==> config.mk <==
export PLATFORM = sky130hd
export DESIGN_NAME = pixel_readout_word_decoder_top
export DESIGN_NICKNAME = d
export VERILOG_FILES = /design/src/hdl/prwd_pkg.sv /design/src/hdl/prwd_in_reg.sv /design/src/hdl/prwd_core.sv /design/src/hdl/prwd_out_reg.sv /design/src/hdl/pixel_readout_word_decoder_top.sv
export SDC_FILE = /design/constraint.sdc
export NUM_CORES = 1
export LEC_CHECK = 0
export BUFFER_PORTS_ARGS = -buffer_cell sky130_fd_sc_hd__clkbuf_2
export CAP_MARGIN = 10
export CORE_ASPECT_RATIO = 0.75
export CORE_MARGIN = 2
export CORE_UTILIZATION = 57
export DETAILED_ROUTE_END_ITERATION = 16
export PLACE_DENSITY_LB_ADDON = 0.1
export REMOVE_ABC_BUFFERS = 1
export SLEW_MARGIN = 20
export SYNTH_ARGS = -nofsm -noshare
export SYNTH_HDL_FRONTEND = slang
export SYNTH_HIERARCHICAL = 1
export SYNTH_SLANG_ARGS = --single-unit
==> constraint.sdc <==
create_clock -name clk -period 8.5 [get_ports clk]
set_input_delay 2.125 -clock clk [delete_from_list [all_inputs] [get_ports clk]]
set_output_delay 2.125 -clock clk [all_outputs]
set_load 0.02 [all_outputs]
==> src/hdl/prwd_pkg.sv <==
// shared types and codes for the pixel readout word decoder
// word type codes, result kinds and the result payload struct; no dependencies
package prwd_pkg;

  localparam int WORD_W = 32;

  // top byte codes of non-hit words
  localparam logic [7:0] TYPE_CHIP_TIME  = 8'h40;
  localparam logic [7:0] TYPE_TRIG_LOW   = 8'h10;
  localparam logic [7:0] TYPE_TRIG_HIGH  = 8'h30;
  localparam logic [7:0] TYPE_BOARD_MID  = 8'h20;
  localparam logic [7:0] TYPE_BOARD_END  = 8'h60;
  localparam logic [7:0] TYPE_OVERFLOW   = 8'h01;
  localparam logic [7:0] TYPE_BUSY       = 8'h02;
  localparam logic [7:0] TYPE_T0         = 8'h70;
  localparam logic [7:0] TYPE_LOCK_LOST  = 8'h0C;
  localparam logic [7:0] TYPE_LOCK_EST   = 8'h08;
  localparam logic [7:0] TYPE_WEIRD      = 8'h04;

  typedef enum logic [2:0] {
    KIND_HIT       = 3'd0,
    KIND_OVERFLOW  = 3'd1,
    KIND_BUSY      = 3'd2,
    KIND_T0        = 3'd3,
    KIND_LOCK_LOST = 3'd4,
    KIND_LOCK_EST  = 3'd5,
    KIND_WEIRD     = 3'd6,
    KIND_UNKNOWN   = 3'd7
  } kind_t;

  typedef struct packed {
    kind_t        kind;
    logic [4:0]   column;
    logic [8:0]   pixel_row;
    logic [9:0]   coarse_time;
    logic [5:0]   fine_time;
    logic [5:0]   over_threshold;
    logic [63:0]  board_time;
    logic [31:0]  trigger_number;
    logic [15:0]  chip_time;
    logic [23:0]  event_value;
  } result_t;

endpackage

==> src/hdl/prwd_in_reg.sv <==
// input register of the pixel readout word decoder
// holds one readout word until the core takes it; uses prwd_pkg
module prwd_in_reg (
  input  logic                        clk,
  input  logic                        rst_n,
  input  logic                        in_valid,
  output logic                        in_ready,
  input  logic [prwd_pkg::WORD_W-1:0] in_word,
  input  logic                        take,
  output logic                        valid,
  output logic [prwd_pkg::WORD_W-1:0] word
);
  import prwd_pkg::*;

  logic              valid_r, valid_nxt;
  logic [WORD_W-1:0] word_r;
  logic              load;

  assign in_ready = !valid_r || take;
  assign load     = in_valid && in_ready;

  always_comb begin
    valid_nxt = valid_r;
    if (load) begin
      valid_nxt = 1'b1;
    end else if (take) begin
      valid_nxt = 1'b0;
    end
  end

  always_ff @(posedge clk) begin
    if (!rst_n) begin
      valid_r <= 1'b0;
    end else begin
      valid_r <= valid_nxt;
    end
    if (load) begin
      word_r <= in_word;
    end
  end

  assign valid = valid_r;
  assign word  = word_r;

endmodule

==> src/hdl/prwd_core.sv <==
// decode logic and timestamp / trigger state of the pixel readout word decoder
// unpacks one word per cycle while fire is high and then updates the stored counters; uses prwd_pkg
module prwd_core (
  input  logic                        clk,
  input  logic                        rst_n,
  input  logic                        fire,
  input  logic [prwd_pkg::WORD_W-1:0] word,
  output logic                        emit,
  output prwd_pkg::result_t           res
);
  import prwd_pkg::*;

  logic [31:0] trig_r, trig_nxt;
  logic [15:0] bt_high_r, bt_high_nxt;
  logic [23:0] bt_mid_r, bt_mid_nxt;
  logic [23:0] bt_low_r, bt_low_nxt;
  logic [63:0] bt_full_r, bt_full_nxt;
  logic [15:0] chip_r, chip_nxt;
  logic [7:0]  top_byte;
  logic [23:0] low24;
  logic [5:0]  lead;

  assign top_byte = word[31:24];
  assign low24    = word[23:0];
  assign lead     = {word[10:6], 1'b0};

  always_comb begin
    trig_nxt    = trig_r;
    bt_high_nxt = bt_high_r;
    bt_mid_nxt  = bt_mid_r;
    bt_low_nxt  = bt_low_r;
    bt_full_nxt = bt_full_r;
    chip_nxt    = chip_r;
    emit        = 1'b1;
    res         = '0;
    res.kind    = KIND_UNKNOWN;
    if (word[31]) begin
      res.kind           = KIND_HIT;
      res.column         = word[29:25];
      res.pixel_row      = word[24:16];
      res.coarse_time    = word[15:6];
      res.fine_time      = word[5:0];
      res.over_threshold = word[5:0] - lead;
      res.board_time     = bt_full_r;
      res.trigger_number = trig_r;
      res.chip_time      = chip_r;
    end else begin
      case (top_byte)
        TYPE_CHIP_TIME: begin
          chip_nxt = word[23:8];
          emit     = 1'b0;
        end
        TYPE_TRIG_LOW: begin
          trig_nxt = {8'd0, low24};
          emit     = 1'b0;
        end
        TYPE_TRIG_HIGH: begin
          trig_nxt    = trig_r + {word[23:16], 24'd0};
          bt_high_nxt = word[15:0];
          emit        = 1'b0;
        end
        TYPE_BOARD_MID: begin
          bt_mid_nxt = low24;
          emit       = 1'b0;
        end
        TYPE_BOARD_END: begin
          bt_low_nxt  = low24;
          bt_full_nxt = {bt_high_r, bt_mid_r, low24};
          emit        = 1'b0;
        end
        TYPE_OVERFLOW:  res.kind = KIND_OVERFLOW;
        TYPE_BUSY: begin
          res.kind        = KIND_BUSY;
          res.event_value = low24;
        end
        TYPE_T0: begin
          bt_high_nxt     = '0;
          bt_mid_nxt      = '0;
          bt_low_nxt      = low24;
          bt_full_nxt     = {40'd0, low24};
          res.kind        = KIND_T0;
          res.event_value = low24;
        end
        TYPE_LOCK_LOST: res.kind = KIND_LOCK_LOST;
        TYPE_LOCK_EST:  res.kind = KIND_LOCK_EST;
        TYPE_WEIRD:     res.kind = KIND_WEIRD;
        default:        res.kind = KIND_UNKNOWN;
      endcase
    end
  end

  always_ff @(posedge clk) begin
    if (!rst_n) begin
      trig_r    <= '0;
      bt_high_r <= '0;
      bt_mid_r  <= '0;
      bt_low_r  <= '0;
      bt_full_r <= '0;
      chip_r    <= '0;
    end else if (fire) begin
      trig_r    <= trig_nxt;
      bt_high_r <= bt_high_nxt;
      bt_mid_r  <= bt_mid_nxt;
      bt_low_r  <= bt_low_nxt;
      bt_full_r <= bt_full_nxt;
      chip_r    <= chip_nxt;
    end
  end

endmodule

==> src/hdl/prwd_out_reg.sv <==
// result register of the pixel readout word decoder
// holds one decoded beat until the receiver takes it; uses prwd_pkg
module prwd_out_reg (
  input  logic              clk,
  input  logic              rst_n,
  input  logic              load,
  input  prwd_pkg::result_t res_in,
  input  logic              out_ready,
  output logic              room,
  output logic              valid,
  output prwd_pkg::result_t res_q
);
  import prwd_pkg::*;

  logic    valid_r, valid_nxt;
  result_t res_r;

  assign room = !valid_r || out_ready;

  always_comb begin
    valid_nxt = valid_r;
    if (load) begin
      valid_nxt = 1'b1;
    end else if (out_ready) begin
      valid_nxt = 1'b0;
    end
  end

  always_ff @(posedge clk) begin
    if (!rst_n) begin
      valid_r <= 1'b0;
    end else begin
      valid_r <= valid_nxt;
    end
    if (load) begin
      res_r <= res_in;
    end
  end

  assign valid = valid_r;
  assign res_q = res_r;

endmodule

==> src/hdl/pixel_readout_word_decoder_top.sv <==
// top level of the pixel readout word decoder
// input register, decode core and result register; uses prwd_pkg and the prwd_* modules
//
// usage
//   in_* channel: one 32-bit readout word per beat (valid/ready)
//   out_* channel: one decoded beat per hit, event or unrecognised word (valid/ready)
//   words that only update stored state (chip time, trigger low/high,
//   board time middle/end) produce no output beat
// timing
//   a word accepted into the input register is decoded from there, and its
//   result beat is loaded into the result register, which presents it
//   throughput is one word per cycle while the receiver does not stall, set
//   by the single decode stage between the input register and the result register
// stall
//   when the receiver holds out_ready low the result register keeps its
//   beat, the decode stage waits and the input register still takes one
//   more word if it was empty; after that in_ready drops until the result drains
// reset
//   rst_n is synchronous, active low; it empties both registers and
//   clears trigger count, board timestamp parts and chip timestamp
module pixel_readout_word_decoder_top (
  input  logic        clk,
  input  logic        rst_n,
  input  logic        in_valid,
  output logic        in_ready,
  input  logic [31:0] in_word,
  output logic        out_valid,
  input  logic        out_ready,
  output logic [2:0]  out_kind,
  output logic [4:0]  out_column,
  output logic [8:0]  out_pixel_row,
  output logic [9:0]  out_coarse_time,
  output logic [5:0]  out_fine_time,
  output logic [5:0]  out_over_threshold,
  output logic [63:0] out_board_time,
  output logic [31:0] out_trigger_number,
  output logic [15:0] out_chip_time,
  output logic [23:0] out_event_value
);
  import prwd_pkg::*;

  logic              word_valid;
  logic [WORD_W-1:0] word;
  logic              room;
  logic              fire;
  logic              emit;
  result_t           res;
  result_t           res_q;

  // a word moves into decode whenever the result register can take a beat
  assign fire = word_valid && room;

  prwd_in_reg u_in_reg (
    .clk      (clk),
    .rst_n    (rst_n),
    .in_valid (in_valid),
    .in_ready (in_ready),
    .in_word  (in_word),
    .take     (fire),
    .valid    (word_valid),
    .word     (word)
  );

  prwd_core u_core (
    .clk   (clk),
    .rst_n (rst_n),
    .fire  (fire),
    .word  (word),
    .emit  (emit),
    .res   (res)
  );

  // silent update words pass through decode without loading a beat
  prwd_out_reg u_out_reg (
    .clk       (clk),
    .rst_n     (rst_n),
    .load      (fire && emit),
    .res_in    (res),
    .out_ready (out_ready),
    .room      (room),
    .valid     (out_valid),
    .res_q     (res_q)
  );

  assign out_kind           = res_q.kind;
  assign out_column         = res_q.column;
  assign out_pixel_row      = res_q.pixel_row;
  assign out_coarse_time    = res_q.coarse_time;
  assign out_fine_time      = res_q.fine_time;
  assign out_over_threshold = res_q.over_threshold;
  assign out_board_time     = res_q.board_time;
  assign out_trigger_number = res_q.trigger_number;
  assign out_chip_time      = res_q.chip_time;
  assign out_event_value    = res_q.event_value;

endmodule
==> metrics.yaml <==
clock_network:
  clk_pin_slew_ps: 60
  clk_latency_ps: 520
  cts_made_buffers: 36
  cts_setup_buffers: 0
  cts_tree: "yes"
  clockBufferDepth: 3
  postCtsHoldBufs: 0
  ctsHtreeMaxLevel: 2
  cts_sinks: 361
  cts_root_buf: "clkbuf_16"
  cts_resized: 0
synth:
  synth_compound_area_frac: 0.0865
  synth_cells: 1157
  synth_cell_types: 44
  synth_top_family_by_area: "simple AND/OR/NAND/NOR gates"
  synth_simple_gate_area_frac: 0.191
  ys_seq_area_frac: 0.665
  synth_seq_cells: 361
  synth_fa_ha_area_frac: 0.0127
  synth_mux_area_frac: 0.0144
  syn_area_um2: 14000
  syn_avg_cell_area_um2: 12.1
  synth_ff_type: "edfxtp_1"
  synth_edf_count: 207
  async_flop_share: 0
  synth_warnings: 6
  synth-xor-area-share: 0.00438
grt:
  grt_util_met1: 0.345
  top_usage_layer: "met2"
  track_usage: 0.238
  antenna_found_initial: 1
  grt_max_degree: 104
  grt_use_met2: 0.366
  grt_pass1_wl_um: 47800
  grt_pass1_vias: 8743
  met3_usage: 0.0523
  grt_overflow: 0
routing:
  vias: 9007
  antenna_left: 0
  drt_pass1_iterations: 4
  drt_iter0_markers: 597
  vias_per_cell: 5.31
  drt_wl_total_um: 30600
  wl_per_cell_um: 18.0
  drc: 0
min_path:
  hp-start: "u_core/trig_r[18]"
  hold-path-cell-count: 2
  holdCritPathClass: "flip-flop to flip-flop"
  whs_endpoint: "u_core/trig_r[18]"
layout:
  seq_area_um2: 9300
  final_common_cell: "clkbuf_2"
  drive_gt1_frac: 0.211
  area_growth_pct: 17.4
  nFillCells: 1840
  multi_input_area_um2: 4370
  layout_common_cells: "clkbuf_2 (211), edfxtp_1 (207), nand2_1 (189)"
  finalNetCount: 1385
critical_path:
  r2r_start: "u_in_reg/word[31]"
  crit_type: "input pin to primary output"
  endpoint_kind: "primary output"
  required_ps: 6380
  crit_arrival_ps: 3000
  reg2reg_depth: 7
  r2r_end: "u_core/bt_full_r[47]"
  cp-start-kind: "input pin"
  r2r_slack_ps: 4840
  critPathMaxFanout: 7
timing:
  tns_ps: 0
  finalHoldViolCount: 0
  setup_ws_ps: 3380
  rsz0062_at_grt: "false"
  worst_pin_slew_ps: 1140
  finalSetupViolCount: 0
  relSlewSlack: 0.240
  finalCriticalPeriod_ps: 5120
  period_share: 0.603
  fmax_mhz: 195
  fin_skew_ps: 18.4
  drv_slew: 0
floorplan:
  die_w_um: 185
  fp.dieH_um: 140
  die_area_um2: 25800
  core_um2: 24000
  io_pins: 213
  start_util: 0.582
  rows: 49
placement:
  port_buffers: 212
  post-place-ws_ps: 3390
  hpwl_um: 17500
  gp_congestion: 0.760
power:
  power_density_nw_per_um2: 228
  peakVddDrop_v: 0.000185
  p_leak_nw: 6.00
run:
  drv_cap: 0
outcome:
  status: "complete, no violations"
stage by stage:
step	power [mW]	instances	cell area, µm²	utilization	hold slack [ps]
floorplan	2.12	1077	13700	-	430
global placement	2.21	1629	15300	0.635	438
detailed placement	2.22	1629	15300	0.635	445
CTS	3.77	1695	16400	0.683	453
global route	3.85	1695	16400	0.683	469
finish	3.74	1696	16400	0.683	451
synth_stat cells, drive strengths merged (4+ instances only):
master | number | area [µm²]
dfxtp | 154 | 3080
nand2 | 189 | 709
ha | 11 | 138
or4 | 4 | 30.0
nor3 | 9 | 45.0
nand3 | 50 | 250
xnor2 | 5 | 43.8
nor2b | 17 | 106
and2 | 168 | 1050
clkbuf | 62 | 233
inv | 9 | 33.8
mux2i | 19 | 190
nand3b | 40 | 300
edfxtp | 207 | 6220
a21o | 4 | 30.0
a21oi | 10 | 50.1
a21boi | 135 | 1020
buf | 18 | 97.6
nor2 | 11 | 43.8
o21ai | 4 | 20.0
how the worst max path moves through the flow:
stage / start / slack [ps] / cells past startpoint / to
floorplan: u_in_reg/word[31] / 1430 / 6 / u_out_reg/valid
global placement: out_ready / 3440 / 5 / in_ready
detailed placement: out_ready / 3390 / 5 / in_ready
CTS: out_ready / 3380 / 5 / in_ready
global route: out_ready / 3340 / 5 / in_ready
finish: out_ready / 3380 / 5 / in_ready
per-layer routing:
layer / part of all wire / up-vias
met4: 0.020 / 0
met3: 0.063 / 45
met1: 0.48 / 4369
met5: 0 / -
li1: - / 4342
met2: 0.44 / 251
sequential cells by signal (all words and copies together), names as in the netlist:
name / count
u_core/bt_full_r: 64
u_core/bt_high_r: 16
u_core/bt_mid_r: 24
u_core/chip_r: 16
u_core/trig_r: 32
u_in_reg/valid: 1
u_in_reg/word: 32
u_out_reg/res_q: 175
u_out_reg/valid: 1
worst max-delay path, cell delays in order:
cell and delay (ps):
clkbuf_2 80, nand2b_4 120, and2_1 300, nand2b_4 210, clkbuf_2 160
area by class of cell:
class / count / area share
flip-flops and latches: 361 / 0.566
multi-input cells: 707 / 0.266
repair buffers: 221 / 0.0696
clock buffers: 55 / 0.0637
well taps: 331 / 0.0252
clock inverters: 11 / 0.00708
inverters: 9 / 0.00206
diodes: 1 / 0.000152
where the power goes:
part	internal, mW	switching [mW]	total [mW]	leakage (nW)
sequential	1.91	0.0390	1.95	3.21
combinational	0.0694	0.156	0.225	2.22
clock	0.917	0.644	1.56	0.567
logic make-up after synthesis:
kind of cell,after synthesis
xor+xnor,7
buf+inv,89
compound gates,164
flops,361
mux,20
simple gates,503
fa+ha+maj,13
Note: power is estimated with default switching activity, not from simulation.
